File: src/rtl/core/nectx_pkg.sv
// Package for the NEC IR frame transmitter: types, register codes and reset values.
package nectx_pkg;

  localparam int unsigned FrameBitsDefault = 32;
  localparam int unsigned NumRegs          = 8;
  localparam int unsigned RegW             = 16;
  localparam int unsigned CfgIdxW          = 8;
  localparam int unsigned WordW            = 32;

  localparam logic [RegW-1:0] LeaderMarkRst  = 16'd9000;
  localparam logic [RegW-1:0] LeaderSpaceRst = 16'd4500;
  localparam logic [RegW-1:0] BitMarkRst     = 16'd560;
  localparam logic [RegW-1:0] OneSpaceRst    = 16'd1690;
  localparam logic [RegW-1:0] ZeroSpaceRst   = 16'd560;
  localparam logic [RegW-1:0] TrailerMarkRst = 16'd560;
  localparam logic [RegW-1:0] CarrierTopRst  = 16'd25;
  localparam logic [RegW-1:0] CarrierCmpRst  = 16'd13;

  typedef enum logic [2:0] {
    RegLeaderMark  = 3'd0,
    RegLeaderSpace = 3'd1,
    RegBitMark     = 3'd2,
    RegOneSpace    = 3'd3,
    RegZeroSpace   = 3'd4,
    RegTrailerMark = 3'd5,
    RegCarrierTop  = 3'd6,
    RegCarrierCmp  = 3'd7
  } nectx_reg_e;

  typedef enum logic {
    OpTick  = 1'b0,
    OpFrame = 1'b1
  } nectx_op_e;

  typedef enum logic [2:0] {
    PhIdle      = 3'd0,
    PhLeadMark  = 3'd1,
    PhLeadSpace = 3'd2,
    PhBitMark   = 3'd3,
    PhBitSpace  = 3'd4,
    PhTrailer   = 3'd5
  } nectx_phase_e;

  typedef struct packed {
    nectx_op_e  operation;
    logic [7:0] address_byte;
    logic [7:0] command_byte;
  } nectx_in_t;

  typedef struct packed {
    logic ir_pin;
    logic envelope;
    logic busy_res;
    logic rejected;
  } nectx_out_t;

  typedef struct packed {
    logic [RegW-1:0] leader_mark_ticks;
    logic [RegW-1:0] leader_space_ticks;
    logic [RegW-1:0] bit_mark_ticks;
    logic [RegW-1:0] one_space_ticks;
    logic [RegW-1:0] zero_space_ticks;
    logic [RegW-1:0] trailer_mark_ticks;
    logic [RegW-1:0] carrier_period_top;
    logic [RegW-1:0] carrier_compare;
  } nectx_cfg_t;

  // A programmed length of zero behaves as a single tick.
  function automatic logic [RegW-1:0] phase_len(input logic [RegW-1:0] v);
    phase_len = (v == '0) ? RegW'(1) : v;
  endfunction

endpackage

File: src/rtl/core/nectx_regs.sv
// Configuration register file of the NEC IR frame transmitter.
module nectx_regs (
  input  logic                        clk_i,
  input  logic                        rst_ni,
  input  logic                        cfg_valid_i,
  input  logic [nectx_pkg::CfgIdxW-1:0] cfg_index_i,
  input  logic [nectx_pkg::RegW-1:0]  cfg_data_i,
  output nectx_pkg::nectx_cfg_t       cfg_o
);
  import nectx_pkg::*;

  nectx_cfg_t cfg_q;
  logic       wr_en;
  nectx_reg_e wr_reg;

  assign wr_en  = cfg_valid_i && (cfg_index_i < CfgIdxW'(NumRegs));
  assign wr_reg = nectx_reg_e'(cfg_index_i[2:0]);

  always_ff @(posedge clk_i or negedge rst_ni) begin
    if (!rst_ni) begin
      cfg_q.leader_mark_ticks  <= LeaderMarkRst;
      cfg_q.leader_space_ticks <= LeaderSpaceRst;
      cfg_q.bit_mark_ticks     <= BitMarkRst;
      cfg_q.one_space_ticks    <= OneSpaceRst;
      cfg_q.zero_space_ticks   <= ZeroSpaceRst;
      cfg_q.trailer_mark_ticks <= TrailerMarkRst;
      cfg_q.carrier_period_top <= CarrierTopRst;
      cfg_q.carrier_compare    <= CarrierCmpRst;
    end else if (wr_en) begin
      unique case (wr_reg)
        RegLeaderMark:  cfg_q.leader_mark_ticks  <= cfg_data_i;
        RegLeaderSpace: cfg_q.leader_space_ticks <= cfg_data_i;
        RegBitMark:     cfg_q.bit_mark_ticks     <= cfg_data_i;
        RegOneSpace:    cfg_q.one_space_ticks    <= cfg_data_i;
        RegZeroSpace:   cfg_q.zero_space_ticks   <= cfg_data_i;
        RegTrailerMark: cfg_q.trailer_mark_ticks <= cfg_data_i;
        RegCarrierTop:  cfg_q.carrier_period_top <= cfg_data_i;
        RegCarrierCmp:  cfg_q.carrier_compare    <= cfg_data_i;
        default: ;
      endcase
    end
  end

  assign cfg_o = cfg_q;

endmodule

File: src/rtl/core/nectx_seq.sv
// Phase sequencer and carrier counter; forms the result of each accepted beat.
module nectx_seq #(
  parameter int unsigned FrameBits = nectx_pkg::FrameBitsDefault
) (
  input  logic                  clk_i,
  input  logic                  rst_ni,
  input  logic                  step_i,
  input  nectx_pkg::nectx_in_t  item_i,
  input  nectx_pkg::nectx_cfg_t cfg_i,
  output nectx_pkg::nectx_out_t res_o
);
  import nectx_pkg::*;

  localparam int unsigned BnW = $clog2(FrameBits);
  localparam logic [BnW-1:0] LastBit = BnW'(FrameBits - 1);

  nectx_phase_e     phase_q, phase_d;
  logic [RegW-1:0]  left_q, left_d;
  logic [BnW-1:0]   bit_q, bit_d;
  logic [WordW-1:0] frame_q, frame_d;
  logic [RegW-1:0]  carrier_q, carrier_d;

  logic         busy;
  logic         start;
  logic         tick;
  logic [6:0]   bit_ext;
  logic         cur_bit;
  logic         carrier_high;
  nectx_phase_e view_phase;

  assign busy    = (phase_q != PhIdle);
  assign start   = (item_i.operation == OpFrame) && !busy;
  assign tick    = (item_i.operation == OpTick);
  assign bit_ext = 7'(bit_q);
  // Data bits beyond the 32-bit word are sent as zeros.
  assign cur_bit = (bit_ext < 7'(WordW)) ? frame_q[bit_ext[4:0]] : 1'b0;
  assign carrier_high = (carrier_q < cfg_i.carrier_compare) ||
                        (carrier_q == cfg_i.carrier_period_top);

  always_ff @(posedge clk_i or negedge rst_ni) begin
    if (!rst_ni) begin
      phase_q   <= PhIdle;
      left_q    <= '0;
      bit_q     <= '0;
      frame_q   <= '0;
      carrier_q <= '0;
    end else if (step_i) begin
      phase_q   <= phase_d;
      left_q    <= left_d;
      bit_q     <= bit_d;
      frame_q   <= frame_d;
      carrier_q <= carrier_d;
    end
  end

  always_comb begin
    phase_d   = phase_q;
    left_d    = left_q;
    bit_d     = bit_q;
    frame_d   = frame_q;
    carrier_d = carrier_q;
    if (start) begin
      frame_d = {~item_i.command_byte, item_i.command_byte,
                 ~item_i.address_byte, item_i.address_byte};
      bit_d   = '0;
      phase_d = PhLeadMark;
      left_d  = phase_len(cfg_i.leader_mark_ticks);
    end else if (tick) begin
      carrier_d = (carrier_q >= cfg_i.carrier_period_top) ? '0 : carrier_q + RegW'(1);
      if (left_q > RegW'(1)) begin
        left_d = left_q - RegW'(1);
      end else begin
        unique case (phase_q)
          PhLeadMark: begin
            phase_d = PhLeadSpace;
            left_d  = phase_len(cfg_i.leader_space_ticks);
          end
          PhLeadSpace: begin
            bit_d   = '0;
            phase_d = PhBitMark;
            left_d  = phase_len(cfg_i.bit_mark_ticks);
          end
          PhBitMark: begin
            phase_d = PhBitSpace;
            left_d  = cur_bit ? phase_len(cfg_i.one_space_ticks)
                              : phase_len(cfg_i.zero_space_ticks);
          end
          PhBitSpace: begin
            if (bit_q == LastBit) begin
              phase_d = PhTrailer;
              left_d  = phase_len(cfg_i.trailer_mark_ticks);
            end else begin
              bit_d   = bit_q + BnW'(1);
              phase_d = PhBitMark;
              left_d  = phase_len(cfg_i.bit_mark_ticks);
            end
          end
          default: begin
            phase_d = PhIdle;
            left_d  = '0;
          end
        endcase
      end
    end
  end

  // A tick reports the state before it; an accepted request reports the new frame.
  assign view_phase = start ? PhLeadMark : phase_q;

  always_comb begin
    res_o.envelope = (view_phase == PhLeadMark) || (view_phase == PhBitMark) ||
                     (view_phase == PhTrailer);
    res_o.ir_pin   = res_o.envelope && carrier_high;
    res_o.busy_res = (view_phase != PhIdle);
    res_o.rejected = (item_i.operation == OpFrame) && busy;
  end

endmodule

File: src/rtl/core/nec_ir_frame_transmitter_core.sv
// Top level of the NEC IR frame transmitter: handshakes, result register, submodules.
//
//   Channel  Direction  Handshake                 Payload
//   in       input      in_valid_i / in_ready_o   nectx_in_t   in_data_i
//   out      output     out_valid_o / out_ready_i nectx_out_t  out_data_o
//   cfg      input      cfg_valid_i / cfg_ready_o cfg_index_i, cfg_data_i
//
// For each accepted input beat the sequencer state updates and the result lands
// in the output register at the same edge, so one beat per cycle is sustained
// while results are taken. The input side stalls only while the output register
// holds an untaken result. Reset puts the sequencer idle and loads the default NEC
// timing; configuration writes are always taken.
module nec_ir_frame_transmitter_core #(
  parameter int unsigned FrameBits = nectx_pkg::FrameBitsDefault
) (
  input  logic                          clk_i,
  input  logic                          rst_ni,
  input  logic                          in_valid_i,
  output logic                          in_ready_o,
  input  nectx_pkg::nectx_in_t          in_data_i,
  output logic                          out_valid_o,
  input  logic                          out_ready_i,
  output nectx_pkg::nectx_out_t         out_data_o,
  input  logic                          cfg_valid_i,
  output logic                          cfg_ready_o,
  input  logic [nectx_pkg::CfgIdxW-1:0] cfg_index_i,
  input  logic [nectx_pkg::RegW-1:0]    cfg_data_i
);
  import nectx_pkg::*;

  nectx_cfg_t cfg;
  nectx_out_t res;
  nectx_out_t out_q;
  logic       out_valid_q;
  logic       accept;

  assign in_ready_o  = !out_valid_q || out_ready_i;
  assign accept      = in_valid_i && in_ready_o;
  assign cfg_ready_o = 1'b1;

  nectx_regs u_regs (
    .clk_i       (clk_i),
    .rst_ni      (rst_ni),
    .cfg_valid_i (cfg_valid_i),
    .cfg_index_i (cfg_index_i),
    .cfg_data_i  (cfg_data_i),
    .cfg_o       (cfg)
  );

  nectx_seq #(
    .FrameBits (FrameBits)
  ) u_seq (
    .clk_i  (clk_i),
    .rst_ni (rst_ni),
    .step_i (accept),
    .item_i (in_data_i),
    .cfg_i  (cfg),
    .res_o  (res)
  );

  always_ff @(posedge clk_i or negedge rst_ni) begin
    if (!rst_ni) begin
      out_valid_q <= 1'b0;
    end else if (in_ready_o) begin
      out_valid_q <= in_valid_i;
    end
  end

  always_ff @(posedge clk_i) begin
    if (accept) begin
      out_q <= res;
    end
  end

  assign out_valid_o = out_valid_q;
  assign out_data_o  = out_q;

endmodule

File: config.mk
export PLATFORM = sky130hd
export DESIGN_NAME = nec_ir_frame_transmitter_core
export DESIGN_NICKNAME = d
export VERILOG_FILES = /design/src/rtl/core/nectx_pkg.sv /design/src/rtl/core/nectx_regs.sv /design/src/rtl/core/nectx_seq.sv /design/src/rtl/core/nec_ir_frame_transmitter_core.sv
export SDC_FILE = /design/constraint.sdc
export NUM_CORES = 1
export LEC_CHECK = 0
export BUFFER_PORTS_ARGS = -buffer_cell sky130_fd_sc_hd__buf_2
export CAP_MARGIN = 20
export CORE_MARGIN = 5
export CORE_UTILIZATION = 30
export DETAILED_ROUTE_END_ITERATION = 7
export REMOVE_ABC_BUFFERS = 1
export SYNTH_ARGS = -nofsm -noshare
export SYNTH_HDL_FRONTEND = slang
export SYNTH_SLANG_ARGS = --single-unit
File: constraint.sdc
create_clock -name clk_i -period 3.2 [get_ports clk_i]
set_input_delay 0.48 -clock clk_i [delete_from_list [all_inputs] [get_ports clk_i]]
set_output_delay 0.48 -clock clk_i [all_outputs]
set_load 0.01 [all_outputs]
# == After elaboration in Yosys (flattened, before gate mapping) ==
# Index checks and enable logic that the tools add are counted.
# W data, S select, Z words.
# word_totals
register_bits,205
out_inout_bits,7
# classes
n_addsub,3
order_cmp,6
eq_ne,19
mux,27
n_bitwise,4
n_reduce_logical,34
# ops
operator,n
$mux W16,12
$logic_not A16 Y1,6
$pmux W16 S4,1
$mux W5,4
$reduce_and A2 Y1,10
$eq A3 B3 Y1 const B,6
$add A16 B1 Y16 const B,1
$eq A16 B16 Y1,1
$ge A16 B16 Y1,1
$gt A16 B1 Y1 const B,1
$lt A16 B16 Y1,1
$not A8 Y8,2
$sub A16 B1 Y16 const B,1
$eq A3 B2 Y1 const B,5
$mux W3,5
$lt A5 B6 Y1 const B,2
$pmux W3 S4,1
$pmux W5 S2,1
$eq A3 B1 Y1 const B,3
$reduce_bool A3 Y1,3
$lt A8 B4 Y1 const B,1
$reduce_and A3 Y1,2
$add A5 B1 Y5 const B,1
$bmux W1 S5,1
10 further kinds,21

# == Longest topological paths before layout ==
# logic_depth
depth_word,8
ltp_mapped,10

# == Cells and area by module ==
# Synthesis repeated with hierarchy kept, for this count alone.
# unflattened
hier_cells,908
area_unflattened_um2,10571.4
# by_module_without_submodules
mod,instances,cells_each,area_per_inst_um2,seq_area_each_um2
nectx_seq,1,617,5418.9,1801.7
nectx_regs,1,281,4967.3,3241.9
nec_ir_frame_transmitter_core,1,10,185.2,145.1

# == Least setup slack after synthesis ==
# No wires, ideal clock.
# synth_timing
path_kind,reg-to-reg
from,reg u_seq.bit_q[1]
to,reg u_seq.left_q[2]
setup_time_ps,87
t_arrival_ps,2405
path_slack_ps,708
path_stages_with_launch,11
n_path_buf,1
period_less_slack_ps,2492
cell_sequence,dfrtp_1 ha_1 and3_1 ha_1 or3b_2 a21oi_1 buf_2 a2bb2oi_1 o21ai_0 o21ai_0 o211ai_1
# synth_via
elab_chain_cells,8
# synth_lines
item,line,text
start: declaration,nectx_seq.sv:19,"logic [BnW-1:0] bit_q, bit_d;"
start signal: assignment,nectx_seq.sv:50,bit_q <= bit_d;
$bmux W1 S5,nectx_seq.sv:36,assign cur_bit = (bit_ext < 7'(WordW)) ? frame_q[bit_ext[4:0]] : 1'b0;
$mux W1 (implied by the code),nectx_seq.sv:36,
$mux W1,nectx_seq.sv:36,
$mux W16,nectx_seq.sv:85,left_d = cur_bit ? phase_len(cfg_i.one_space_ticks)
$pmux W16 S4 *,nectx_seq.sv:73,unique case (phase_q)
$mux W16 *,nectx_seq.sv:70,if (left_q > RegW'(1)) begin
$mux W16 *,nectx_seq.sv:68,end else if (tick) begin
$mux W16 *,nectx_seq.sv:62,if (start) begin
end signal: assignment,nectx_seq.sv:49,left_q <= left_d;
end: declaration,nectx_seq.sv:18,"logic [RegW-1:0] left_q, left_d;"
# Every way passes the cells marked *; elsewhere a longest branch is shown, timed or not. The select of a mux whose other input is x is not followed.
# A chain may end at the register's enable or synchronous reset.

# == Worst setup path in the final report ==
# layout_timing
from,reg u_seq.bit_q[1]
to,reg u_seq.left_q[15]
# Same word-level chain as after synthesis.

==> impl_metrics.py <==
metrics = {
    "outcome": {
        "outcome": "finished clean",
    },
    "synthesis": {
        "synth-seq-cells": 205,
        "synth.distinct_cells": 76,
        "avgSynthCellArea_sq_um": 11.2,
        "yosysSeqAreaShare_pct": 49.2,
        "netlist_area_sq_um": 10500,
        "synth_edf_count": 4,
        "async_flop_share_pct": 98.0,
        "synth_ff_type": "dfrtp_1",
        "postSynthCellCount": 944,
        "yosys_warnings": 0,
    },
    "sta": {
        "worstMarginPinSlew_ps": 676,
        "setup_viol": 0,
        "rsz0062_at_grt": "no",
        "finalSetupTns_ps": 0,
        "hold_viol_final": 0,
        "post-route-min-period_ps": 2890,
        "slew_headroom_pct": 54.9,
        "max_freq_ghz": 0.346,
        "report.final.slew_viol_count": 0,
        "fin_crit_sh_pct": 90.4,
        "finClkSkew_ps": 20.1,
    },
    "floorplanning": {
        "rows": 68,
        "coreArea_sq_um": 34600,
        "fp.dieW_um": 197,
        "ioPinCount": 53,
        "initial_core_util_pct": 30.4,
        "fp.dieH_um": 197,
        "die-area_sq_um": 39000,
    },
    "finish": {
        "design_area_sq_um": 12300,
        "syn_to_final_growth_pct": 16.5,
        "layout.nets": 1089,
        "num_antenna_cells": 0,
        "layout_common_cells": "dfrtp_1, mux2_2, nand2_1, buf_2",
        "drive_gt1_share_pct": 29.9,
        "final_common_cell": "dfrtp_1",
        "n_fill_cell": 3427,
    },
    "global_route": {
        "grt-ovfl-total": 0,
        "grt_pass1_wl_um": 44600,
        "grt_pass1_vias": 7738,
        "antenna_found_initial": 0,
        "track_usage_pct": 14.1,
        "grt_max_degree": 74,
    },
    "detailed_routing": {
        "vias_per_cell": 5.24,
        "route.detailed.drc": 0,
        "wire_per_inst_um": 18.9,
        "drt_wl_total_um": 28000,
        "dr_total_vias": 7749,
        "first_pass_iters": 5,
        "drtIter0Drc": 687,
        "ant_nets": 0,
    },
    "power_and_ir_drop": {
        "powerDensity_nw_per_um2": 657,
        "p_leak_uw": 0.00552,
        "ir_drop_v": 0.000372,
    },
    "setup_path": {
        "critPathBufInv": 0,
        "required_ps": 3640,
        "cp.arrival_ps": 3330,
        "path_cells": "ha_1, and3_1, ha_1, nor2b_1, and3b_1, a222oi_1, o21ai_0, o21ai_0, o211ai_1",
        "cp-start-kind": "flop",
        "cpMaxStageDelayCell": "and3b_1",
        "path_delay_family": "simple AND/OR/NAND/NOR gates",
        "critPathMaxStageDelay_ps": 600,
        "end_kind": "flop",
        "crit_type": "flop to flop",
        "cp_max_fo": 13,
    },
    "clock_tree": {
        "cts_root_buffer": "clkbuf_16",
        "clkTransAtPathRegs_ps": 60,
        "cts_buffers": 24,
        "clk-insertion-delay-late_ps": 520,
        "ctsLongestPathBuffers": 3,
        "htreeDepth": 1,
        "cts.sinks": 205,
        "cts_resized": 0,
        "tritoncts": "done",
    },
    "place": {
        "gp_congestion": 0.935,
        "placed_area_sq_um": 11400,
        "hpwl_um": 20600,
        "port_buffers": 51,
    },
    "run": {
        "maxCapViolations": 0,
    },
    "hold_path": {
        "hold_class": "input port to flop",
    },
}
-- repair_timing --
action,in CTS,in global routing
hold buffers,1,0
setup buffers,0,0
hold endpoints to repair,52,0
-- area by class of cell --
class	count	area, sq um	area share, %
clock inverters	11	174	1.42
clock buffers	33	684	5.58
flip-flops and latches	205	5190	42.3
multi-input cells	651	4980	40.6
inverters	45	169	1.38
repair buffers	80	507	4.13
well taps	455	569	4.64
-- where the power goes --
group | internal, uW | switching (uW) | total, uW
clock network | 1830 | 1120 | 2950
logic | 758 | 965 | 1720
registers | 3010 | 383 | 3390
total | 5590 | 2470 | 8060
-- flip-flops by register name (all words and copies together) (netlist names) --
signal	cells
out_data_o	4
out_valid_o	1
u_regs.cfg_o	128
u_seq.bit_q	5
u_seq.carrier_q	16
u_seq.frame_q	32
u_seq.left_q	16
u_seq.phase_q	3
-- path summary, 6_finish.rpt --
| check | slack [ps] | startpoint | endpoint | depth (start not counted) |
|---|---|---|---|---|
| max | 310 | u_seq.bit_q[1]$_DFFE_PN0P_ | u_seq.left_q[15]$_DFFE_PN0P_ | 9 |
| max in group asynchronous | 1850 | rst_ni | u_regs.cfg_o[19]$_DFFE_PN1P_ | 3 |
| min | 170 | in_data_i[10] | u_seq.frame_q[10]$_DFFE_PN0P_ | 2 |
| min in group asynchronous | 510 | rst_ni | u_seq.frame_q[17]$_DFFE_PN0P_ | 2 |
| max reg2reg | 310 | u_seq.bit_q[1]$_DFFE_PN0P_ | u_seq.left_q[15]$_DFFE_PN0P_ | 9 |
| min reg2reg | 470 | u_seq.frame_q[20]$_DFFE_PN0P_ | u_seq.frame_q[20]$_DFFE_PN0P_ | 2 |
-- per-stage QoR --
stage               power (uW)  std cells  setup WS [ps]  utilization [%]  hold slack [ps]
global placement          5110       1433            430             32.9              461
global route              8470       1480            124             35.4              189
CTS                       8130       1479            361             35.4              165
finish                    8060       1480            308             35.4              175
floorplan                 4460        901            172                -              184
detailed placement        5140       1434            416             32.9              462
-- cell usage after synthesis (5+ instances only) --
cell type  count  area, sq um
nor2b_1        9         56.3
mux2_2       130         1460
inv_1         45          169
a221o_1        5         50.1
o21a_1        10         75.1
dfrtp_1      170         4250
a21o_1        10         75.1
nor4_1        23          144
or3_1         11         68.8
a222oi_1       7         70.1
buf_2         13         65.1
a211oi_1       7         52.6
nor2_1        46          173
dfstp_2       31          815
nor3_1        20          100
mux2i_1        8         80.1
ha_1          36          450
nand2b_1       5         31.3
a31oi_1       17          106
nand2_1       96          360
a21oi_1       31          155
clkbuf_1      25         93.8
nor3b_1        5         37.5
and3_1         5         31.3
nand4_1        9         56.3
o21ai_0       29          145
mux4_2         8          180
nand3_1       20          100
o211ai_1       7         52.6
xor2_1        11         96.3
xnor2_1        9         78.8
o221ai_1       7         61.3
-- kinds of logic (layout without fill, tap and decap cells) --
group / Yosys count / count (layout) / share of synthesized area (%)
AO/OA/AOI/OAI: 172 / 172 / 11.6
adder cells (fa/ha/maj): 36 / 36 / 4.27
XOR/XNOR: 20 / 20 / 1.66
AND/OR/NAND/NOR: 275 / 275 / 13.2
other: 1 / 1 / 0.0356
flip-flops: 205 / 205 / 49.2
multiplexers: 147 / 147 / 16.5
buffers and inverters: 88 / 169 / 3.51
-- routing by layer --
metal / track usage, % / up-vias / routed length, um
met4: 2.39 / 0 / 410
met2: 22.7 / 229 / 12900
met1: 20.4 / 3867 / 13200
met5: 0 / - / 0
li1: - / 3613 / -
met3: 2.22 / 40 / 1500
-- worst register-to-register path: cells and delay by family, from the launching register on --
family / cells / cell delay (ps)
AOI/OAI and AO/OA: 4 / 590
DFF: 1 / 470
and+or+nand+nor: 3 / 1250
adders and majority gates: 2 / 510
Power figures use the tool's default switching activity.
